**config.mk**
```make
export PLATFORM = sky130hd
export DESIGN_NAME = pid_motor_speed_position_top_flat
export DESIGN_NICKNAME = d
export VERILOG_FILES = /design/src/sv/pms_pkg.sv /design/src/sv/pms_sample_if.sv /design/src/sv/pms_command_if.sv /design/src/sv/pid_motor_speed_position_top.sv /design/src/sv/pms_cfg.sv /design/src/sv/pms_front.sv /design/src/sv/pms_calc.sv /design/src/sv/pms_out.sv /design/src/flat_wrapper.sv
export SDC_FILE = /design/constraint.sdc
export NUM_CORES = 2
export LEC_CHECK = 0
export BUFFER_PORTS_ARGS = -buffer_cell sky130_fd_sc_hd__buf_2
export CORE_ASPECT_RATIO = 0.5
export CORE_MARGIN = 4
export CORE_UTILIZATION = 70
export DETAILED_ROUTE_END_ITERATION = 10
export PLACE_DENSITY = 0.87
export RECOVER_POWER = 100
export SETUP_SLACK_MARGIN = 0.15
export SLEW_MARGIN = 5
export SYNTH_ARGS = -nofsm -noshare
export SYNTH_HDL_FRONTEND = slang
export SYNTH_HIERARCHICAL = 1
export SYNTH_SLANG_ARGS = --single-unit
```
**constraint.sdc**
```tcl
create_clock -name clk -period 26.1 [get_ports clk]
set_input_delay 5.22 -clock clk [delete_from_list [all_inputs] [get_ports clk]]
set_output_delay 5.22 -clock clk [all_outputs]
set_load 0.05 [all_outputs]
```
**src/sv/pms_pkg.sv**
```systemverilog
// ----------------------------------------------------------------------------
// pms_pkg: shared types and constants for the PID speed/position controller
// Widths of the data path, register indexes, reset values and the
// structs that travel between the pipeline stages.
// ----------------------------------------------------------------------------
package pms_pkg;

  // Field widths
  localparam int DATA_W     = 24;  // target and feedback
  localparam int OFF_W      = 16;  // speed mode offset
  localparam int GAIN_W     = 16;  // Q8.8 gains
  localparam int FRAC_W     = 8;   // gain fraction bits
  localparam int LIM_W      = 16;  // integral and drive limits
  localparam int TLIM_W     = 15;  // target limit
  localparam int DRIVE_W    = 17;  // signed drive
  localparam int DUTY_W     = 16;  // PWM compare values

  // Internal widths, sized to the value ranges
  localparam int ERR_W      = DATA_W + 1;           // target' - feedback
  localparam int DIFF_W     = ERR_W + 1;            // err - previous err
  localparam int PROD_W     = GAIN_W + 1 + ERR_W;   // gain * err
  localparam int DPROD_W    = GAIN_W + 1 + DIFF_W;  // gain * diff
  localparam int INTEG_W    = LIM_W + FRAC_W + 1;   // clamped scaled integral
  localparam int ACC_W      = PROD_W + 1;           // integral + gain_i * err
  localparam int PSUM_W     = DPROD_W + 1;          // P + D
  localparam int SUM_W      = PSUM_W + 1;           // P + I + D
  localparam int SHR_W      = SUM_W - FRAC_W;       // sum after the Q8.8 shift

  // Configuration port
  localparam int REG_IDX_W  = 3;
  localparam int CFG_DATA_W = 16;

  localparam logic [REG_IDX_W-1:0] REG_MODE           = 3'd0;
  localparam logic [REG_IDX_W-1:0] REG_GAIN_P         = 3'd1;
  localparam logic [REG_IDX_W-1:0] REG_GAIN_I         = 3'd2;
  localparam logic [REG_IDX_W-1:0] REG_GAIN_D         = 3'd3;
  localparam logic [REG_IDX_W-1:0] REG_INTEGRAL_LIMIT = 3'd4;
  localparam logic [REG_IDX_W-1:0] REG_DRIVE_LIMIT    = 3'd5;
  localparam logic [REG_IDX_W-1:0] REG_TARGET_LIMIT   = 3'd6;

  localparam logic MODE_SPEED    = 1'b0;
  localparam logic MODE_POSITION = 1'b1;

  localparam logic [LIM_W-1:0]  RST_INTEGRAL_LIMIT = 16'd1000;
  localparam logic [LIM_W-1:0]  RST_DRIVE_LIMIT    = 16'd999;
  localparam logic [TLIM_W-1:0] RST_TARGET_LIMIT   = 15'd180;

  // Configuration register set
  typedef struct packed {
    logic              mode;
    logic [GAIN_W-1:0] gain_p;
    logic [GAIN_W-1:0] gain_i;
    logic [GAIN_W-1:0] gain_d;
    logic [LIM_W-1:0]  integral_limit;
    logic [LIM_W-1:0]  drive_limit;
    logic [TLIM_W-1:0] target_limit;
  } cfg_t;

  // Error stage to product stage
  typedef struct packed {
    logic signed [ERR_W-1:0]  err;
    logic signed [DIFF_W-1:0] diff;
    logic                     tnn;   // adjusted target is non-negative
  } front_t;

  // Accumulate stage to output stage
  typedef struct packed {
    logic signed [PSUM_W-1:0]  psum;  // P + D terms
    logic signed [INTEG_W-1:0] integ; // scaled integral for this item
    logic                      tnn;
  } calc_t;

endpackage

```
**src/sv/pms_sample_if.sv**
```systemverilog
// ----------------------------------------------------------------------------
// pms_sample_if: sample channel
// Valid/ready channel carrying target, feedback and offset.
// ----------------------------------------------------------------------------
interface pms_sample_if;
  import pms_pkg::*;

  logic                     valid;
  logic                     ready;
  logic signed [DATA_W-1:0] target;
  logic signed [DATA_W-1:0] feedback;
  logic signed [OFF_W-1:0]  offset;

  modport source (output valid, output target, output feedback, output offset,
                  input ready);
  modport sink   (input valid, input target, input feedback, input offset,
                  output ready);
endinterface

```
**src/sv/pms_command_if.sv**
```systemverilog
// ----------------------------------------------------------------------------
// pms_command_if: command channel
// Valid/ready channel carrying the drive and the two PWM compare values.
// ----------------------------------------------------------------------------
interface pms_command_if;
  import pms_pkg::*;

  logic                      valid;
  logic                      ready;
  logic signed [DRIVE_W-1:0] drive;
  logic [DUTY_W-1:0]         duty_forward;
  logic [DUTY_W-1:0]         duty_reverse;

  modport source (output valid, output drive, output duty_forward,
                  output duty_reverse, input ready);
  modport sink   (input valid, input drive, input duty_forward,
                  input duty_reverse, output ready);
endinterface

```
**src/sv/pid_motor_speed_position_top.sv**
```systemverilog
// ----------------------------------------------------------------------------
// pid_motor_speed_position_top: positional PID with anti-windup and PWM split
// Throughput: one sample per cycle unless the command is stalled; six
// register stages, each with its own valid bit, so a stalled command only
// fills the stages behind it.
// Reset: clears all valid bits, the integral and the previous error, and
// loads the configuration registers with their reset values.
// ----------------------------------------------------------------------------
module pid_motor_speed_position_top (
  input  logic                           clk,
  input  logic                           rst,
  input  logic                           cfg_we,
  input  logic [pms_pkg::REG_IDX_W-1:0]  cfg_index,
  input  logic [pms_pkg::CFG_DATA_W-1:0] cfg_data,
  pms_sample_if.sink                     sample,
  pms_command_if.source                  command
);
  import pms_pkg::*;

  cfg_t   cfg;
  logic   f_valid, f_ready;
  front_t f_data;
  logic   c_valid, c_ready;
  calc_t  c_data;

  // Configuration registers
  pms_cfg u_cfg (
    .clk       (clk),
    .rst       (rst),
    .cfg_we    (cfg_we),
    .cfg_index (cfg_index),
    .cfg_data  (cfg_data),
    .cfg       (cfg)
  );

  // Capture, error, derivative difference
  pms_front u_front (
    .clk      (clk),
    .rst      (rst),
    .cfg      (cfg),
    .sample   (sample),
    .dn_valid (f_valid),
    .dn_ready (f_ready),
    .dn_data  (f_data)
  );

  // Products and integral
  pms_calc u_calc (
    .clk      (clk),
    .rst      (rst),
    .cfg      (cfg),
    .up_valid (f_valid),
    .up_ready (f_ready),
    .up_data  (f_data),
    .dn_valid (c_valid),
    .dn_ready (c_ready),
    .dn_data  (c_data)
  );

  // Sum, clamp and command register
  pms_out u_out (
    .clk      (clk),
    .rst      (rst),
    .cfg      (cfg),
    .up_valid (c_valid),
    .up_ready (c_ready),
    .up_data  (c_data),
    .command  (command)
  );

endmodule

```
**src/sv/pms_cfg.sv**
```systemverilog
// ----------------------------------------------------------------------------
// pms_cfg: configuration registers
// Write-only register file; writes to unused indexes are dropped.
// ----------------------------------------------------------------------------
module pms_cfg (
  input  logic                               clk,
  input  logic                               rst,
  input  logic                               cfg_we,
  input  logic [pms_pkg::REG_IDX_W-1:0]      cfg_index,
  input  logic [pms_pkg::CFG_DATA_W-1:0]     cfg_data,
  output pms_pkg::cfg_t                      cfg
);
  import pms_pkg::*;

  // Register writes
  always_ff @(posedge clk) begin
    if (rst) begin
      cfg.mode           <= MODE_SPEED;
      cfg.gain_p         <= '0;
      cfg.gain_i         <= '0;
      cfg.gain_d         <= '0;
      cfg.integral_limit <= RST_INTEGRAL_LIMIT;
      cfg.drive_limit    <= RST_DRIVE_LIMIT;
      cfg.target_limit   <= RST_TARGET_LIMIT;
    end else if (cfg_we) begin
      case (cfg_index)
        REG_MODE:           cfg.mode           <= cfg_data[0];
        REG_GAIN_P:         cfg.gain_p         <= cfg_data[GAIN_W-1:0];
        REG_GAIN_I:         cfg.gain_i         <= cfg_data[GAIN_W-1:0];
        REG_GAIN_D:         cfg.gain_d         <= cfg_data[GAIN_W-1:0];
        REG_INTEGRAL_LIMIT: cfg.integral_limit <= cfg_data[LIM_W-1:0];
        REG_DRIVE_LIMIT:    cfg.drive_limit    <= cfg_data[LIM_W-1:0];
        REG_TARGET_LIMIT:   cfg.target_limit   <= cfg_data[TLIM_W-1:0];
        default: ;
      endcase
    end
  end

endmodule

```
**src/sv/pms_front.sv**
```systemverilog
// ----------------------------------------------------------------------------
// pms_front: input register, error and error difference
// Three stages: sample capture, target clamp and error, derivative
// difference against the previous error.
// ----------------------------------------------------------------------------
module pms_front (
  input  logic             clk,
  input  logic             rst,
  input  pms_pkg::cfg_t    cfg,
  pms_sample_if.sink       sample,
  output logic             dn_valid,
  input  logic             dn_ready,
  output pms_pkg::front_t  dn_data
);
  import pms_pkg::*;

  logic                     va, vb, vc;
  logic                     ra, rb, rc;
  logic signed [DATA_W-1:0] a_target;
  logic signed [DATA_W-1:0] a_feedback;
  logic signed [OFF_W-1:0]  a_offset;
  logic signed [ERR_W-1:0]  b_err;
  logic                     b_tnn;
  front_t                   c_data;
  logic signed [ERR_W-1:0]  prev_error;

  logic signed [DATA_W-1:0] tl_pos;
  logic signed [DATA_W-1:0] tl_neg;
  logic signed [DATA_W-1:0] tgt_clamp;
  logic signed [ERR_W-1:0]  tgt_adj;
  logic signed [ERR_W-1:0]  err_next;
  logic signed [DIFF_W-1:0] diff_next;

  // Stage enables: a stage moves when it is empty or its successor moves
  assign rc           = !vc || dn_ready;
  assign rb           = !vb || rc;
  assign ra           = !va || rb;
  assign sample.ready = ra;

  // Target clamp (speed mode), offset and error
  always_comb begin
    tl_pos    = DATA_W'($signed({1'b0, cfg.target_limit}));
    tl_neg    = -tl_pos;
    tgt_clamp = (a_target < tl_neg) ? tl_neg :
                (a_target > tl_pos) ? tl_pos : a_target;
    if (cfg.mode == MODE_POSITION) begin
      tgt_adj = ERR_W'(a_target);
    end else begin
      tgt_adj = ERR_W'(tgt_clamp) + ERR_W'(a_offset);
    end
    err_next  = tgt_adj - ERR_W'(a_feedback);
    diff_next = DIFF_W'(b_err) - DIFF_W'(prev_error);
  end

  // Valid bits and previous error
  always_ff @(posedge clk) begin
    if (rst) begin
      va         <= 1'b0;
      vb         <= 1'b0;
      vc         <= 1'b0;
      prev_error <= '0;
    end else begin
      if (ra) va <= sample.valid;
      if (rb) vb <= va;
      if (rc) vc <= vb;
      // previous error advances once per item, as it leaves stage B
      if (rc && vb) prev_error <= b_err;
    end
  end

  // Payload registers
  always_ff @(posedge clk) begin
    if (ra && sample.valid) begin
      a_target   <= sample.target;
      a_feedback <= sample.feedback;
      a_offset   <= sample.offset;
    end
    if (rb && va) begin
      b_err <= err_next;
      b_tnn <= !tgt_adj[ERR_W-1];
    end
    if (rc && vb) begin
      c_data.err  <= b_err;
      c_data.diff <= diff_next;
      c_data.tnn  <= b_tnn;
    end
  end

  assign dn_valid = vc;
  assign dn_data  = c_data;

endmodule

```
**src/sv/pms_calc.sv**
```systemverilog
// ----------------------------------------------------------------------------
// pms_calc: gain products and integral accumulation
// One stage of three parallel multiplies, then the clamped integral
// update and the P + D sum.
// ----------------------------------------------------------------------------
module pms_calc (
  input  logic             clk,
  input  logic             rst,
  input  pms_pkg::cfg_t    cfg,
  input  logic             up_valid,
  output logic             up_ready,
  input  pms_pkg::front_t  up_data,
  output logic             dn_valid,
  input  logic             dn_ready,
  output pms_pkg::calc_t   dn_data
);
  import pms_pkg::*;

  logic                      vd, ve;
  logic                      rd, re;
  logic signed [PROD_W-1:0]  d_pp;
  logic signed [PROD_W-1:0]  d_pi;
  logic signed [DPROD_W-1:0] d_pd;
  logic                      d_tnn;
  logic signed [PSUM_W-1:0]  e_psum;
  logic                      e_tnn;
  logic signed [INTEG_W-1:0] integral;

  logic signed [PROD_W-1:0]  pp_next;
  logic signed [PROD_W-1:0]  pi_next;
  logic signed [DPROD_W-1:0] pd_next;
  logic signed [ACC_W-1:0]   acc;
  logic signed [ACC_W-1:0]   ilim;
  logic signed [ACC_W-1:0]   ilim_neg;
  logic signed [INTEG_W-1:0] integral_next;

  assign re       = !ve || dn_ready;
  assign rd       = !vd || re;
  assign up_ready = rd;

  // Gain products
  always_comb begin
    pp_next = PROD_W'($signed({1'b0, cfg.gain_p})) * PROD_W'($signed(up_data.err));
    pi_next = PROD_W'($signed({1'b0, cfg.gain_i})) * PROD_W'($signed(up_data.err));
    pd_next = DPROD_W'($signed({1'b0, cfg.gain_d})) * DPROD_W'($signed(up_data.diff));
  end

  // Integral update with saturation at +/- limit in Q8.8
  always_comb begin
    acc      = ACC_W'(integral) + ACC_W'(d_pi);
    ilim     = ACC_W'($signed({1'b0, cfg.integral_limit, {FRAC_W{1'b0}}}));
    ilim_neg = -ilim;
    if (acc > ilim) begin
      integral_next = INTEG_W'(ilim);
    end else if (acc < ilim_neg) begin
      integral_next = INTEG_W'(ilim_neg);
    end else begin
      integral_next = INTEG_W'(acc);
    end
  end

  // Valid bits and integral state
  always_ff @(posedge clk) begin
    if (rst) begin
      vd       <= 1'b0;
      ve       <= 1'b0;
      integral <= '0;
    end else begin
      if (rd) vd <= up_valid;
      if (re) ve <= vd;
      if (re && vd) integral <= integral_next;
    end
  end

  // Payload registers
  always_ff @(posedge clk) begin
    if (rd && up_valid) begin
      d_pp  <= pp_next;
      d_pi  <= pi_next;
      d_pd  <= pd_next;
      d_tnn <= up_data.tnn;
    end
    if (re && vd) begin
      e_psum <= PSUM_W'(d_pp) + PSUM_W'(d_pd);
      e_tnn  <= d_tnn;
    end
  end

  // The integral register holds this item's value until the next item enters
  assign dn_valid      = ve;
  assign dn_data.psum  = e_psum;
  assign dn_data.integ = integral;
  assign dn_data.tnn   = e_tnn;

endmodule

```
**src/sv/pms_out.sv**
```systemverilog
// ----------------------------------------------------------------------------
// pms_out: final sum, drive clamp and PWM split
// Adds the integral, floors by the gain fraction, clamps the drive by
// mode and direction, and registers the command.
// ----------------------------------------------------------------------------
module pms_out (
  input  logic            clk,
  input  logic            rst,
  input  pms_pkg::cfg_t   cfg,
  input  logic            up_valid,
  output logic            up_ready,
  input  pms_pkg::calc_t  up_data,
  pms_command_if.source   command
);
  import pms_pkg::*;

  logic                      rf;
  logic signed [SUM_W-1:0]   sum;
  logic signed [SHR_W-1:0]   shr;
  logic signed [SHR_W-1:0]   dmax;
  logic signed [SHR_W-1:0]   lo;
  logic signed [SHR_W-1:0]   hi;
  logic signed [SHR_W-1:0]   drv;
  logic signed [DRIVE_W-1:0] drive_next;
  logic signed [DRIVE_W-1:0] drive_neg;

  assign rf       = !command.valid || command.ready;
  assign up_ready = rf;

  // Sum and flooring shift
  always_comb begin
    sum = SUM_W'($signed(up_data.psum)) + SUM_W'($signed(up_data.integ));
    shr = SHR_W'(sum >>> FRAC_W);
  end

  // Drive bounds: one-sided in speed mode, symmetric in position mode
  always_comb begin
    dmax = SHR_W'($signed({1'b0, cfg.drive_limit}));
    if (cfg.mode == MODE_POSITION) begin
      lo = -dmax;
      hi = dmax;
    end else if (up_data.tnn) begin
      lo = '0;
      hi = dmax;
    end else begin
      lo = -dmax;
      hi = '0;
    end
    drv        = (shr < lo) ? lo : (shr > hi) ? hi : shr;
    drive_next = DRIVE_W'(drv);
    drive_neg  = -drive_next;
  end

  // Output register
  always_ff @(posedge clk) begin
    if (rst) begin
      command.valid <= 1'b0;
    end else if (rf) begin
      command.valid <= up_valid;
    end
  end

  always_ff @(posedge clk) begin
    if (rf && up_valid) begin
      command.drive <= drive_next;
      if (drive_next[DRIVE_W-1]) begin
        command.duty_forward <= '0;
        command.duty_reverse <= drive_neg[DUTY_W-1:0];
      end else begin
        command.duty_forward <= drive_next[DUTY_W-1:0];
        command.duty_reverse <= '0;
      end
    end
  end

endmodule

```
**src/flat_wrapper.sv**
```systemverilog
// flat-port wrapper written by rule: the top's interface ports become plain ports
module pid_motor_speed_position_top_flat import pms_pkg::*;
  (clk, rst, cfg_we, cfg_index, cfg_data, sample_valid, sample_target, sample_feedback, sample_offset, sample_ready, command_valid, command_drive, command_duty_forward, command_duty_reverse, command_ready);
  pms_sample_if sample_i ();
  pms_command_if command_i ();
  input  logic clk;
  input  logic rst;
  input  logic cfg_we;
  input  logic [pms_pkg::REG_IDX_W-1:0] cfg_index;
  input  logic [pms_pkg::CFG_DATA_W-1:0] cfg_data;
  input wire logic [$bits(sample_i.valid)-1:0] sample_valid;
  input wire logic [$bits(sample_i.target)-1:0] sample_target;
  input wire logic [$bits(sample_i.feedback)-1:0] sample_feedback;
  input wire logic [$bits(sample_i.offset)-1:0] sample_offset;
  output wire logic [$bits(sample_i.ready)-1:0] sample_ready;
  output wire logic [$bits(command_i.valid)-1:0] command_valid;
  output wire logic [$bits(command_i.drive)-1:0] command_drive;
  output wire logic [$bits(command_i.duty_forward)-1:0] command_duty_forward;
  output wire logic [$bits(command_i.duty_reverse)-1:0] command_duty_reverse;
  input wire logic [$bits(command_i.ready)-1:0] command_ready;
  assign sample_i.valid = sample_valid;
  assign sample_i.target = sample_target;
  assign sample_i.feedback = sample_feedback;
  assign sample_i.offset = sample_offset;
  assign sample_ready = sample_i.ready;
  assign command_valid = command_i.valid;
  assign command_drive = command_i.drive;
  assign command_duty_forward = command_i.duty_forward;
  assign command_duty_reverse = command_i.duty_reverse;
  assign command_i.ready = command_ready;
  pid_motor_speed_position_top u_core (.clk(clk), .rst(rst), .cfg_we(cfg_we), .cfg_index(cfg_index), .cfg_data(cfg_data), .sample(sample_i), .command(command_i));
endmodule
```
==> metrics.md <==
| Metric | Value |
|---|---|
| Final wirelength | 212 mm |
| Final Setup Violations | 0 |
| Vias in the first global route | roughly 63k |
| Tot GR Track Use | 36.5% |
| Total Power | approximately 2.8 mW |
| CP max stage delay | 0.57 ns |
| Starting density of the core | 70.8% |
| Int Pwr | 1.76 mW |
| Mapped Area | between 70,000 and 80,000 sq um |
| Slew at the pin closest to its max-slew limit | roughly 4.4 ns |
| Drt first pass iters | 8 |
| Switching Fraction | 37.2% |
| Top cell family by delay on the critical path | simple AND/OR/NAND/NOR gates |
| Post-synth ARST share | 0% |
| Tightest slew margin relative to the limit | -193% |
| Via density | 6.17 |
| Setup WS pre-CTS | 13.87 ns |
| Largest net degree at the start of global routing | 78 |
| DRC | 0 |
| Core Area | 111,000 sq um |
| Fmax | 78.0 MHz |
| Post-placement cell count | about 10k |
| Critical Setup Path Class | input port to output pin |
| Total grt overflow | 0 |
| Worst-path clk slew | 0.07 ns |
| DP HPWL | 165 mm |
| Multi-input logic area | approximately 57,000 sq um |
| #FFs+latches synth | just over 500 |
| Final hold violations | 0 |
| Clock Skew | 0.0489 ns |
| Total number of vias | 61.8k |
| Max-Cap Viols | 17 |
| Library cells used by synthesis | 116 |
| Clock root buffer | clkbuf_16 |
| Sw power | about 1.0 mW |
| Die area | roughly 120,000 sq um |
| Max VDD drop | 0.0000587 V |
| CTS sink cnt | 516 |
| Chip Height | 244 microns |
| Antenna violations before repair | 23 |
| CP arrival | 7.60 ns |
| Iteration-0 DRC Markers | 6,700 |
| Buf/Inv on CP | 3 |
| YS warnings | 6 |
| Flop pwr share | 36.6% |
| Post-synth EDFFs | 364 |
| Layout cells sized above 1 | around 3.6% |
| Max Buffers Root-to-Sink | 3 |
| CTS Hold Bufs | 0 |
| Hold Slack | 0.457 ns |
| Worst-Skew Late Latency | between 0.6 and 0.7 ns |
| Status | finished, violations left |
| Syn_nets | 10.5k |
| Violated checks | capacitance limit, slew limit |
| Slowest CP cell | nor2b_1 |
| First-pass GRT wire length | about 340 mm |
| Cells after synthesis | 8,525 |
| RSZ-0062 raised after global routing | false |
| Max-slew violations | 685 |
| Setup TNS | 0 ns |
| Final worst path period share | 49.1% |
| Final WS setup | around 13 ns |
| P per Cell Area | 34.3 nW/um^2 |
| Static leakage | 39.9 nW |
| CTS tree | yes |
| Postcts setup bufs | 0 |
| Ports | 139 |
| Clk pwr share | 28.4% |
| CTS resizes | 0 |
| Width of the die | 481 microns |
| TritonCTS buffer count | 50 |
| Startpoint Class | input port |
| Combinational power share | a little over a third |
| Layout area overhead | 4.34% |
| Filler instances | 7,672 |
| Seq/Total Area, Yosys | 17.8% |
| CP cell instances | buf_2 > nand2b_1 > nor2b_1 > nand2_1 > nor2b_1 > clkbuf_1 > nand3_1 > clkbuf_1 |
| Non-Filler Instances | between 10k and 15k |
| GP Congestion | 1.01 |
| Setup crit end kind | output pin |
| Synthesized area per cell | 9.18 sq um |
| Final min period | 12.82 ns |
| Post-synth top flop | edfxtp_1 |
| Hold Path Class | register to register |
| NumNets Final | 10.4k |
| CP Data Required Time | 20.88 ns |
| H-tree depth | 2 |
| Number of port buffers | 138 |
| Crit path max fanout | 6 |
| Register area | 14,000 sq um |
| Cell Rows | 86 |
| ANT nets after route | 0 |
| Avg WL per Cell | 21.2 microns |
## power by group through the flow
stage / clock (mW) / combinational, mW / sequential [mW]
floorplan: 0 / 0.702 / 0.996
global placement: 0 / 0.911 / 1.04
detailed placement: 0 / 0.946 / 1.04
CTS: 0.800 / 0.954 / 1.02
global route: 0.837 / 1.08 / 1.03
finish: 0.796 / 0.977 / 1.03
## layer usage
metal  wire length (microns)  GRT usage, %
met2                   93800          56.0
met3                   27100          10.6
met4                    8440          13.0
met5                      99             0
met1                   82500          50.0
## worst register-to-register path: cells and delay by family (launching register included)
kind,cells,cell delay [ns]
mux,1,0.23
flops,1,0.40
buf+inv,1,0.48
compound gates,12,2.70
xor+xnor,2,0.30
simple gates,14,5.58
fa+ha+maj,4,1.27
## final timing paths
check | startpoint | endpoint | slack, ns | cells past startpoint
setup / recovery | command_ready | sample_ready | 13.28 | 8
hold / removal | u_core/u_front/prev_error[15]$_SDFFE_PP0P_ | u_core/u_front/prev_error[15]$_SDFFE_PP0P_ | 0.46 | 2
setup reg to reg | u_core/u_cfg/cfg[2]$_SDFFE_PP1P_ | u_core/u_front/b_err[24]$_DFFE_PP_ | 14.84 | 34
hold reg to reg | u_core/u_front/prev_error[15]$_SDFFE_PP0P_ | u_core/u_front/prev_error[15]$_SDFFE_PP0P_ | 0.46 | 2
## layout make-up
| type | count | area share [%] |
|---|---|---|
| timing repair buffer | 226 | 1.46 |
| antenna | 11 | 0.0337 |
| clock inverter | 37 | 0.505 |
| clock buffer | 57 | 1.64 |
| sequential | 516 | 17.1 |
| tap | 1496 | 2.29 |
| inverter | 1643 | 7.55 |
| multi-input combinational | 6023 | 69.4 |
## layout by cell type, fill, tap and decap left out, types with 43 or more instances in the layout
cell type and count:
inv_1 1641, fa_1 1192, nand2_1 1042, ha_1 658, and2_1 531, a21oi_1 367
edfxtp_1 364, nor2_1 270, xnor2_1 219, o21ai_0 209, a21o_1 167, nand2b_1 156
dfxtp_1 151, mux2i_1 111, xor2_1 99, nor3_1 92, buf_2 84, clkbuf_1 80
nand4_1 76, nand3_1 66, o21a_1 65, buf_4 64, nor4_1 57, clkbuf_16 51
o21bai_1 45, nor2b_1 43
## sequential cells by signal, summed over array words and instances (netlist names), 16 cells and up
signal and count:
u_core/u_front/prev_error 25, u_core/u_out/command.duty_forward 16, u_core/u_calc/d_pp 42, u_core/u_front/a_target 24, u_core/u_calc/e_psum 44, u_core/u_front/a_offset 16, u_core/u_front/dn_data 52, u_core/u_out/command.duty_reverse 16
u_core/u_front/a_feedback 24, u_core/u_calc/d_pd 43, u_core/u_calc/integral 25, u_core/u_cfg/cfg 96, u_core/u_calc/d_pi 42, u_core/u_front/b_err 25, u_core/u_out/command.drive 17
## stage by stage
stage | area [sq um] | utilization (%)
3_3_place_gp | 80100 | 72.5
5_1_grt | 81700 | 73.9
3_5_place_dp | 80100 | 72.5
6_report | 81700 | 73.9
2_1_floorplan | 78300 | -
4_1_cts | 81900 | 74.1
## synth_stat cells, types with 11 or more instances
cell | number | share of area, %
a31oi_1 | 37 | 0.30
clkbuf_1 | 297 | 1.4
inv_1 | 1641 | 7.9
o2bb2ai_1 | 12 | 0.13
nand3_1 | 66 | 0.42
edfxtp_1 | 364 | 14
a21o_1 | 167 | 1.6
o21bai_1 | 45 | 0.43
a211o_1 | 15 | 0.17
nor3_1 | 90 | 0.58
mux2i_1 | 111 | 1.4
o21ai_0 | 204 | 1.3
o31ai_1 | 33 | 0.32
fa_1 | 1192 | 30
a22oi_1 | 16 | 0.15
a31o_2 | 14 | 0.16
nor4_1 | 54 | 0.43
a32oi_1 | 11 | 0.12
nand2b_1 | 156 | 1.2
and3_1 | 29 | 0.23
or2_2 | 15 | 0.12
a2111oi_0 | 17 | 0.19
a21oi_1 | 367 | 2.3
ha_1 | 658 | 11
nor2b_1 | 44 | 0.35
a21boi_0 | 12 | 0.12
o21ai_1 | 14 | 0.090
xnor2_1 | 219 | 2.5
dfxtp_1 | 152 | 3.9
or3_1 | 24 | 0.19
o211ai_1 | 28 | 0.27
xor2_1 | 99 | 1.1
and2_1 | 551 | 4.4
nand4_1 | 76 | 0.61
nor2_1 | 269 | 1.3
nand2_1 | 1042 | 5.0
o31a_1 | 12 | 0.13
buf_2 | 22 | 0.14
a221oi_1 | 16 | 0.18
a211oi_1 | 32 | 0.31
o21a_1 | 65 | 0.62
and4_1 | 15 | 0.17
## kinds of logic after synthesis
family / after synthesis / synth area share [%]
xor gates and xnor gates: 318 / 3.56
AOI/OAI and AO/OA: 1242 / 10.5
DFF: 516 / 17.8
muxes: 116 / 1.49
and+or+nand+nor: 2497 / 15.9
buffers and inverters: 1986 / 9.68
adders and majority gates: 1850 / 41.0
(Power assumes the default switching activity.)
